==> src/design/tags_pkg.sv <==
package tags_pkg;

  // Field widths
  localparam int unsigned AdcW   = 13;
  localparam int unsigned CteW   = 10;
  localparam int unsigned KindW  = 2;
  localparam int unsigned TrigW  = 8;
  localparam int unsigned MagW   = 12;   // magnitude bits of a non-negative sample
  localparam int unsigned SumW   = 20;   // bits 19:0 of the partial-product sum
  localparam int unsigned NumPp  = 8;

  // Configuration port
  localparam int unsigned CfgDataW = 32;
  localparam int unsigned CfgAddrW = 3;

  // Register indexes (paddr[2])
  localparam logic REG_DOUBLE_SCALE  = 1'b0;
  localparam logic REG_FIX_YEAR_MODE = 1'b1;

  // Calorimeter kind that takes the forced constant
  localparam logic [KindW-1:0] KIND_FORCED = 2'd2;
  localparam logic [CteW-1:0]  CTE_FORCED  = 10'd127;

  // Front-end truncation masks, one per partial product
  localparam logic [SumW-1:0] PP_MASK [NumPp] = '{
    20'h00FFC, 20'h01FFC, 20'h03FF0, 20'h07FF0,
    20'h0FFC0, 20'h1FFC0, 20'h3FF00, 20'h7FF00
  };
  localparam logic [SumW-1:0] PAIR_MASK = 20'hFFF00;
  localparam logic [MagW-1:0] ADC_SAT   = 12'hFFF;
  localparam logic [TrigW-1:0] TRIG_MAX = 8'hFF;

  typedef struct packed {
    logic double_scale;
    logic fix_year_mode;
  } cfg_t;

endpackage

==> src/design/tags_if.sv <==
interface tags_in_if;
  logic                                valid;
  logic                                ready;
  logic signed [tags_pkg::AdcW-1:0]    adc_sample;
  logic        [tags_pkg::CteW-1:0]    calib_constant;
  logic        [tags_pkg::KindW-1:0]   calo_kind;

  modport source (output valid, adc_sample, calib_constant, calo_kind, input ready);
  modport sink   (input valid, adc_sample, calib_constant, calo_kind, output ready);
endinterface

interface tags_out_if;
  logic                                valid;
  logic                                ready;
  logic [tags_pkg::TrigW-1:0]          trigger_adc;

  modport source (output valid, trigger_adc, input ready);
  modport sink   (input valid, trigger_adc, output ready);
endinterface

==> src/design/tags_scale.sv <==
module tags_scale (
  input  tags_pkg::cfg_t                    cfg,
  input  logic signed [tags_pkg::AdcW-1:0]  adc_sample,
  input  logic [tags_pkg::CteW-1:0]         calib_constant,
  input  logic [tags_pkg::KindW-1:0]        calo_kind,
  output logic [tags_pkg::TrigW-1:0]        trigger_adc
);

  logic [tags_pkg::CteW-1:0]   cte_half;
  logic [tags_pkg::CteW-1:0]   cte_sel;
  logic [tags_pkg::TrigW-1:0]  cte_eff;
  logic [tags_pkg::MagW-1:0]   mag;
  logic [tags_pkg::SumW-1:0]   pp [tags_pkg::NumPp];
  logic [tags_pkg::SumW-1:0]   pair [tags_pkg::NumPp/2];
  logic [tags_pkg::SumW-1:0]   sum;
  logic [tags_pkg::TrigW-1:0]  trig_base;
  logic                        round_up;

  // Effective constant: halve on double_scale, then force for the selected kind in fix_year_mode
  always_comb begin
    cte_half = cfg.double_scale ? {1'b0, calib_constant[tags_pkg::CteW-1:1]}
                                : calib_constant;
    cte_sel  = (cfg.fix_year_mode && calo_kind == tags_pkg::KIND_FORCED)
               ? tags_pkg::CTE_FORCED : cte_half;
  end

  // Large constant: quarter it and quadruple the sample, saturating
  always_comb begin
    if (cte_sel[9:8] != 2'b00) begin
      mag     = (adc_sample[11:10] != 2'b00) ? tags_pkg::ADC_SAT
                                             : {adc_sample[9:0], 2'b00};
      cte_eff = cte_sel[9:2];
    end else begin
      mag     = adc_sample[tags_pkg::MagW-1:0];
      cte_eff = cte_sel[7:0];
    end
  end

  // Masked shifted partial products, summed in truncated pairs
  always_comb begin
    for (int i = 0; i < tags_pkg::NumPp; i++) begin
      pp[i] = cte_eff[i] ? (({{(tags_pkg::SumW-tags_pkg::MagW){1'b0}}, mag} << i)
                            & tags_pkg::PP_MASK[i])
                         : '0;
    end
    for (int j = 0; j < tags_pkg::NumPp/2; j++) begin
      pair[j] = (pp[2*j] + pp[2*j+1]) & tags_pkg::PAIR_MASK;
    end
    sum = pair[0] + pair[1] + pair[2] + pair[3];
  end

  // Zero for a negative sample, else round by bit 9 below full scale, saturate on bits 19:18
  always_comb begin
    trig_base = sum[17:10];
    round_up  = sum[9] && (trig_base != tags_pkg::TRIG_MAX);
    if (adc_sample[tags_pkg::AdcW-1]) begin
      trigger_adc = '0;
    end else if (sum[19:18] != 2'b00) begin
      trigger_adc = tags_pkg::TRIG_MAX;
    end else begin
      trigger_adc = trig_base + {{(tags_pkg::TrigW-1){1'b0}}, round_up};
    end
  end

endmodule

==> src/design/trigger_adc_gain_scaler.sv <==
// Trigger ADC gain scaler: turns one signed calorimeter sample, its calibration
// constant and calorimeter kind into an 8-bit trigger ADC with the front-end's
// truncated shift-add multiply. Requests pass through two register stages: an
// input register and a result register, with the scaling logic between them.
// The input register captures an accepted request, and the result register
// takes its scaled result once it is free or draining. Throughput is one
// request per cycle while out ready is held high, set by that single scaling
// stage. in ready follows out ready combinationally when both stages are
// full. Registers double_scale (byte 0) and fix_year_mode (byte 4) are written
// over the configuration port; the user must write them only while the block
// is idle, which the block itself does not enforce; pready is always high.
module trigger_adc_gain_scaler (
  input  logic                               clk,
  input  logic                               rst_n,
  tags_in_if.sink                            in_chan,
  tags_out_if.source                         out_chan,
  input  logic                               psel,
  input  logic                               penable,
  input  logic                               pwrite,
  input  logic [tags_pkg::CfgAddrW-1:0]      paddr,
  input  logic [tags_pkg::CfgDataW-1:0]      pwdata,
  output logic [tags_pkg::CfgDataW-1:0]      prdata,
  output logic                               pready
);

  tags_pkg::cfg_t                    cfg_r;
  logic                              v1_r;
  logic signed [tags_pkg::AdcW-1:0]  adc_r;
  logic [tags_pkg::CteW-1:0]         cte_r;
  logic [tags_pkg::KindW-1:0]        kind_r;
  logic                              out_valid_r;
  logic [tags_pkg::TrigW-1:0]        trig_r;
  logic [tags_pkg::TrigW-1:0]        trig_nxt;
  logic                              in_acc;
  logic                              adv;
  logic                              cfg_wr;

  // Handshake: stage 1 moves on when the result register is free or drains
  assign adv           = !out_valid_r || out_chan.ready;
  assign in_chan.ready = !v1_r || adv;
  assign in_acc        = in_chan.valid && in_chan.ready;

  assign out_chan.valid       = out_valid_r;
  assign out_chan.trigger_adc = trig_r;

  // Configuration registers
  assign pready = 1'b1;
  assign cfg_wr = psel && penable && pwrite && pready;

  always_ff @(posedge clk) begin
    if (!rst_n) begin
      cfg_r <= '0;
    end else if (cfg_wr) begin
      unique case (paddr[2])
        tags_pkg::REG_DOUBLE_SCALE:  cfg_r.double_scale  <= pwdata[0];
        tags_pkg::REG_FIX_YEAR_MODE: cfg_r.fix_year_mode <= pwdata[0];
        default: ;
      endcase
    end
  end

  always_comb begin
    prdata = '0;
    unique case (paddr[2])
      tags_pkg::REG_DOUBLE_SCALE:  prdata[0] = cfg_r.double_scale;
      tags_pkg::REG_FIX_YEAR_MODE: prdata[0] = cfg_r.fix_year_mode;
      default: ;
    endcase
  end

  // Stage valids
  always_ff @(posedge clk) begin
    if (!rst_n) begin
      v1_r        <= 1'b0;
      out_valid_r <= 1'b0;
    end else begin
      if (in_chan.ready) v1_r <= in_chan.valid;
      if (adv)           out_valid_r <= v1_r;
    end
  end

  // Hold the input request
  always_ff @(posedge clk) begin
    if (in_acc) begin
      adc_r  <= in_chan.adc_sample;
      cte_r  <= in_chan.calib_constant;
      kind_r <= in_chan.calo_kind;
    end
  end

  tags_scale u_scale (
    .cfg            (cfg_r),
    .adc_sample     (adc_r),
    .calib_constant (cte_r),
    .calo_kind      (kind_r),
    .trigger_adc    (trig_nxt)
  );

  // Capture the result
  always_ff @(posedge clk) begin
    if (adv && v1_r) begin
      trig_r <= trig_nxt;
    end
  end

  // Checks
  a_accept_fills: assert property (@(posedge clk) disable iff (!rst_n)
    in_acc |=> v1_r)
    else $error("accepted request not held in input stage");

  a_stage_moves: assert property (@(posedge clk) disable iff (!rst_n)
    (v1_r && !out_valid_r) |=> out_valid_r)
    else $error("input stage did not move into empty result register");

  a_neg_zero: assert property (@(posedge clk) disable iff (!rst_n)
    (v1_r && adv && adc_r[tags_pkg::AdcW-1]) |=> (trig_r == '0))
    else $error("negative sample gave nonzero result");

  a_cfg_write: assert property (@(posedge clk) disable iff (!rst_n)
    (cfg_wr && paddr[2] == tags_pkg::REG_DOUBLE_SCALE)
      |=> (cfg_r.double_scale == $past(pwdata[0])))
    else $error("double_scale write lost");

endmodule
==> src/flat_wrapper.sv <==
// flat-port wrapper written by rule: the top's interface ports become plain ports
module trigger_adc_gain_scaler_flat 
  (clk, rst_n, psel, penable, pwrite, paddr, pwdata, prdata, pready, in_chan_valid, in_chan_adc_sample, in_chan_calib_constant, in_chan_calo_kind, in_chan_ready, out_chan_valid, out_chan_trigger_adc, out_chan_ready);
  tags_in_if in_chan_i ();
  tags_out_if out_chan_i ();
  input  logic clk;
  input  logic rst_n;
  input  logic psel;
  input  logic penable;
  input  logic pwrite;
  input  logic [tags_pkg::CfgAddrW-1:0] paddr;
  input  logic [tags_pkg::CfgDataW-1:0] pwdata;
  output logic [tags_pkg::CfgDataW-1:0] prdata;
  output logic pready;
  input wire logic [$bits(in_chan_i.valid)-1:0] in_chan_valid;
  input wire logic [$bits(in_chan_i.adc_sample)-1:0] in_chan_adc_sample;
  input wire logic [$bits(in_chan_i.calib_constant)-1:0] in_chan_calib_constant;
  input wire logic [$bits(in_chan_i.calo_kind)-1:0] in_chan_calo_kind;
  output wire logic [$bits(in_chan_i.ready)-1:0] in_chan_ready;
  output wire logic [$bits(out_chan_i.valid)-1:0] out_chan_valid;
  output wire logic [$bits(out_chan_i.trigger_adc)-1:0] out_chan_trigger_adc;
  input wire logic [$bits(out_chan_i.ready)-1:0] out_chan_ready;
  assign in_chan_i.valid = in_chan_valid;
  assign in_chan_i.adc_sample = in_chan_adc_sample;
  assign in_chan_i.calib_constant = in_chan_calib_constant;
  assign in_chan_i.calo_kind = in_chan_calo_kind;
  assign in_chan_ready = in_chan_i.ready;
  assign out_chan_valid = out_chan_i.valid;
  assign out_chan_trigger_adc = out_chan_i.trigger_adc;
  assign out_chan_i.ready = out_chan_ready;
  trigger_adc_gain_scaler u_core (.clk(clk), .rst_n(rst_n), .in_chan(in_chan_i), .out_chan(out_chan_i), .psel(psel), .penable(penable), .pwrite(pwrite), .paddr(paddr), .pwdata(pwdata), .prdata(prdata), .pready(pready));
endmodule
==> config.mk <==
export PLATFORM = sky130hd
export DESIGN_NAME = trigger_adc_gain_scaler_flat
export DESIGN_NICKNAME = d
export VERILOG_FILES = /design/src/design/tags_pkg.sv /design/src/design/tags_if.sv /design/src/design/tags_scale.sv /design/src/design/trigger_adc_gain_scaler.sv /design/src/flat_wrapper.sv
export SDC_FILE = /design/constraint.sdc
export NUM_CORES = 1
export LEC_CHECK = 0
export CAP_MARGIN = 15
export CORE_UTILIZATION = 39
export DETAILED_ROUTE_END_ITERATION = 10
export DONT_BUFFER_PORTS = 1
export GPL_TIMING_DRIVEN = 0
export HOLD_SLACK_MARGIN = 0.12
export PLACE_DENSITY = 0.59
export SYNTH_ARGS = -nofsm -noshare
export SYNTH_HDL_FRONTEND = slang
export SYNTH_SLANG_ARGS = --single-unit
==> constraint.sdc <==
create_clock -name clk -period 20.6 [get_ports clk]
set_clock_uncertainty 0.05 [all_clocks]
set_input_delay 4.12 -clock clk [delete_from_list [all_inputs] [get_ports clk]]
set_output_delay 4.12 -clock clk [all_outputs]
set_load 0.005 [all_outputs]
== Word-level counts from Yosys, hierarchy flattened ==
Cells that the tools add are included.
Cells by class
  divide/modulo/power cells: 0
  add/sub/neg operators: 8
  muxes and demuxes: 15
  multiply operators: 0
  equality and inequality tests: 2
  reduce and logical (&&, ||, !) cells: 15
  magnitude comparators: 0
  shifts and indexed selects: 0
  bitwise logic cells: 1
Operators with widths (number)
  20-bit adder: 4
  12-bit two-way mux: 3
  10-bit two-way mux: 2
  19-bit two-way mux: 1
  16-bit by 17-bit adder with 18-bit output: 1
  18-bit two-way mux: 1
  17-bit two-way mux: 1
  14-bit by 15-bit adder with 16-bit output: 1
  16-bit two-way mux: 1
  8-bit two-way mux: 2
  15-bit two-way mux: 1
  12-bit by 13-bit adder with 14-bit output: 1
  14-bit two-way mux: 1
  13-bit two-way mux: 1
  8-bit by 1-bit adder with 8-bit output: 1
  8-bit != test, second input constant: 1
  1-bit logical AND: 6
  2-bit nonzero test: 3
  2-bit AND reduction: 2
  2-bit equality test, second input constant: 1
  1-bit logical NOT: 2
  1-bit logical OR: 2
  1-bit case mux with 2 select lines: 1
  1-bit inverter: 1
Storage, ports and cells
  output and inout bits: 43
  input bits: 67
  memories kept: 0
  ROM bits: 0
  bits in latches: 0
  memory bits (writable): 0
  word-level logic and storage cells: 49
  flip-flop bits (word level): 37

== Depth between registers and ports, before layout ==
  word-level depth: 14
  gate-level depth with buffers: 33
  depth with buffers taken out: 31

== By module ==
A second synthesis with hierarchy kept.
Second synthesis, totals
  cell total of the unflattened synthesis: 550
  area, all modules: 4735.8 um^2
By module, submodules not included
  tags_scale: instances 1, area an instance 3315.7 um^2, seq. area each 0.0 um^2, cells an instance 464
  trigger_adc_gain_scaler: instances 1, area an instance 1420.1 um^2, seq. area each 1071.0 um^2, cells an instance 86

== Worst setup path before layout ==
No wires, ideal clock.
  kind: input port to output port
  start point: input port paddr[2] in the netlist's numbering
  end point: output port prdata[0] in the netlist's numbering
  buffers on the path: 0
  cell stages on the path: 1
  required time: 16.430 ns
  slack: 11.996 ns
  arrival time: 4.434 ns
  cell sequence: mux2_2
On the way
  cells in the longest elaborated chain, start to end: 2
Ends and longest elaborated chain
  start: declaration: line flat_wrapper.sv:11  | input logic [tags_pkg::CfgAddrW-1:0] paddr;
  1-bit inverter: line trigger_adc_gain_scaler.sv:64  | unique case (paddr[2])
  1-bit case mux with 2 select lines *: line trigger_adc_gain_scaler.sv:64
  end: declaration: line flat_wrapper.sv:13  | output logic [tags_pkg::CfgDataW-1:0] prdata;
Every way passes the cells marked *; elsewhere a longest branch is shown, timed or not.

== Final worst setup path ==
  start point: input port out_chan_ready
  end point: output port in_chan_ready
On the way
  cells in the longest elaborated chain, start to end: 2
Ends and longest elaborated chain
  start: declaration: line flat_wrapper.sv:22  | input wire logic [$bits(out_chan_i.ready)-1:0] out_chan_ready;
  1-bit logical OR: line trigger_adc_gain_scaler.sv:39  | assign adv = !out_valid_r || out_chan.ready;
  1-bit logical OR: line trigger_adc_gain_scaler.sv:40  | assign in_chan.ready = !v1_r || adv;
  end: declaration: line flat_wrapper.sv:19  | output wire logic [$bits(in_chan_i.ready)-1:0] in_chan_ready;
Every way passes these cells.

==> run metrics <==
max cap viols=0; Net Sw Power=524 uW; VDD IR-drop max=0.134 mV; Register Area=1070 sq um; first-pass GRT wire length=approximately 18000 microns; final setup TNS=0 ps; Clock Pin Slew Worst Setup and Hold Paths=60 ps; slowest cell delay on critical path=about 220 ps; share of post-route cells with drive strength above 1=between 10% and 20%; utilization after layout=44.7%; count of input and output buffers=0; kind of end point of the critical path=primary output; number of distinct library cell variants in the gate-level netlist after synthesis=between 60 and 70; post-synthesis cell area=roughly 4700 sq um; failing checks=DRC; clock network fraction of design power=~7.5%; overall fraction of global-route tracks in use=between 10% and 20%; instance count of the mapped netlist=about 560; H-tree depth=2; Max Fclk=between 100 and 150 MHz; fin. max-slew vios=0; Final nets=around 730; weighted congestion at the end of routability-driven global placement=0.858; Sw Share=52.3%; area added between synthesis and finish=9.78%; post-route cell area=5210 sq um; number of clock sinks=37; part of the power in combinational logic=about four fifths; antenna violations before repair=0; via count of the first global-routing pass=3796; leakage power=2.28 nW; die boundary width=around 110 microns; Fillers=1140; maximum fanout encountered on the critical timing path=4; data required time at the worst endpoint=about 16000 ps; sequential share of power=about a tenth; Yosys warning count=0; type of the setup path with the least slack=in2out; floorplan core area=11700 sq um; share of the clock period used by the worst path=42.0%; Slew HR=about 41%; Crit path depth=2; number of synthesized flops with an enable pin=33; CTS tree=yes; root buffer cell=sky130_fd_sc_hd__clkbuf_16; data arrival time at the worst-slack endpoint=~4500 ps; number of nets with antenna violations after detailed routing=0; final hold violation count=0; post-CTS setup buffer count=0; I/O pin total=110; transition time at the pin with the least slew margin=slightly below 900 ps; die outline area=around 13000 sq um; gate family responsible for the most delay along the worst path=simple AND/OR/NAND/NOR gates; routed via count divided by cell count=around 5.4; worst hold path cell count=1; dpl cell area=just over 5000 sq um; area occupied by multi-input gates=between 3000 and 4000 sq um; register bit count reported by yosys=37; Gates resized, CTS repair=0; TritonCTS buffer count=5; final std cells w/o fill=about 740; number of antenna repair diodes=0; DRC errors left=10; buffer depth of the longest clock path=2; sequential-to-total area share from yosys stat=between 20% and 30%; Async SR Flop Fraction=0%; slowest CP cell=sky130_fd_sc_hd__nor2b_1; starting utilization of the core area=40.7%; ordered cell list for the critical path=nor2b_1 -> nand2_1; result of the run=finished, violations left; row cnt=39; buffer and inverter count on the worst path=0; largest net degree at the start of global routing=26; DR pass1 iterations=7; grt ovf=0; Worst Reg-to-Reg Cells=30; post-DR wirelength/cell=approximately 14 microns; violation count after the first detailed-routing iteration=~180; via count=between 3000 and 4000; Worst Setup Start Kind=input port; internal portion of total power=roughly 480 uW; final critical path time including I/O delays and setup=approximately 8700 ps; # setup viols final=0; cell area power density=between 150 and 200 nW/um^2; hold_buf cts=0; class of the tightest hold or removal check=reg2reg; total wirelength of the detailed-routed design=10300 microns; Synth Area per Inst=~8.6 sq um; half-perimeter wire length after placement=between 8000 and 9000 microns; dominant synthesized flop cell=sky130_fd_sc_hd__edfxtp_1; cell count after placement=around 730; die outline height=between 100 and 150 microns; clock latency reported for the late side of the worst-skew pair=290 ps; RSZ-0062 raised after global routing=no
==> stage by stage <==
step	power, mW	setup WS, ps	hold slack, ps
2_1_floorplan	0.768	12000	427
3_3_place_gp	0.913	11970	454
3_5_place_dp	0.928	11950	463
4_1_cts	1.01	11940	481
5_1_grt	1.11	11890	508
6_report	1.00	11950	474
==> worst paths after layout <==
kind,startpoint,endpoint,slack (ps)
setup / recovery,out_chan_ready,in_chan_ready,11950
hold / removal,u_core.v1_r$_SDFFE_PN0N_,u_core.out_chan.valid$_SDFFE_PN0P_,470
setup reg to reg,u_core.cte_r[8]$_DFFE_PP_,u_core.out_chan.trigger_adc[6]$_SDFFCE_PP0P_,12810
hold reg to reg,u_core.v1_r$_SDFFE_PN0N_,u_core.out_chan.valid$_SDFFE_PN0P_,470
==> cell type report <==
cell class | count | share of cell area [%]
Buffer | 40 | 5.62
Clock buffer | 5 | 2.40
Clock inverter | 3 | 0.432
Inverter | 22 | 1.58
Multi-Input combinational cell | 486 | 65.5
Sequential cell | 37 | 20.5
Tap cell | 143 | 3.43
Timing Repair Buffer | 1 | 0.480
==> power by group through the flow <==
stage,registers [mW],logic (mW),clock network [mW]
detailed placement,0.107,0.820,0
finish,0.106,0.821,0.0753
global route,0.107,0.927,0.0794
CTS,0.106,0.826,0.0769
global placement,0.107,0.806,0
floorplan,0.106,0.662,0
==> state kept, by name (all words and copies together), names as in the netlist <==
name                         flops
u_core.adc_r                    13
u_core.cfg_r                     2
u_core.cte_r                    10
u_core.kind_r                    2
u_core.out_chan.trigger_adc      8
u_core.out_chan.valid            1
u_core.v1_r                      1
==> kinds of logic (layout without fill, tap and decap cells) <==
| kind of cell | Yosys count | count (layout) | share of synthesized area, % |
|---|---|---|---|
| adder cells (fa/ha/maj) | 71 | 71 | 21.1 |
| multiplexers | 13 | 13 | 2.87 |
| buffers and inverters | 62 | 71 | 7.90 |
| other | 2 | 32 | 0.158 |
| AO/OA/AOI/OAI | 127 | 127 | 19.3 |
| XOR/XNOR | 33 | 33 | 6.09 |
| flip-flops | 37 | 37 | 22.6 |
| AND/OR/NAND/NOR | 210 | 210 | 20.1 |
==> layout by cell type (no fill, tap or decap), types with 11 or more instances in the layout <==
| cell | synthesis | routed |
|---|---|---|
| sky130_fd_sc_hd__or3_1 | 11 | 11 |
| sky130_fd_sc_hd__xor2_1 | 13 | 13 |
| sky130_fd_sc_hd__o21ai_0 | 17 | 17 |
| sky130_fd_sc_hd__inv_1 | 21 | 21 |
| sky130_fd_sc_hd__ha_1 | 56 | 56 |
| sky130_fd_sc_hd__edfxtp_1 | 33 | 33 |
| sky130_fd_sc_hd__a21oi_1 | 22 | 22 |
| sky130_fd_sc_hd__o21ai_1 | 18 | 18 |
| sky130_fd_sc_hd__fa_1 | 15 | 15 |
| sky130_fd_sc_hd__nand2_1 | 25 | 25 |
| sky130_fd_sc_hd__a21oi_2 | 11 | 11 |
| sky130_fd_sc_hd__xnor2_1 | 20 | 20 |
| sky130_fd_sc_hd__nor2_1 | 122 | 122 |
| sky130_fd_sc_hd__buf_4 | 32 | 32 |
| sky130_fd_sc_hd__conb_1 | 2 | 32 |
==> cell usage after synthesis (8+ instances only) <==
master,number,area share (%)
sky130_fd_sc_hd__xor2_1,13,2.4
sky130_fd_sc_hd__nand3_1,10,1.1
sky130_fd_sc_hd__nor3_1,9,0.95
sky130_fd_sc_hd__a21oi_2,11,2.0
sky130_fd_sc_hd__ha_1,56,15
sky130_fd_sc_hd__mux2i_1,8,1.7
sky130_fd_sc_hd__or3_1,11,1.4
sky130_fd_sc_hd__buf_4,32,5.1
sky130_fd_sc_hd__o21ai_1,18,1.9
sky130_fd_sc_hd__a21oi_1,22,2.3
sky130_fd_sc_hd__nor2_1,122,9.6
sky130_fd_sc_hd__inv_1,21,1.7
sky130_fd_sc_hd__o21a_1,10,1.6
sky130_fd_sc_hd__nand2_1,25,2.0
sky130_fd_sc_hd__edfxtp_1,33,21
sky130_fd_sc_hd__fa_1,15,6.3
sky130_fd_sc_hd__xnor2_1,20,3.7
sky130_fd_sc_hd__o21ai_0,17,1.8
==> metal layers <==
| layer | global-route usage [%] | vias to the layer above | routed length [microns] |
|---|---|---|---|
| li1 | - | 1988 | - |
| met1 | 22.4 | 1819 | 4650 |
| met2 | 29.4 | 124 | 4790 |
| met3 | 3.40 | 21 | 598 |
| met4 | 6.58 | 0 | 312 |
| met5 | 0 | - | 0 |
No activity file was read; power rests on OpenSTA's default activity.
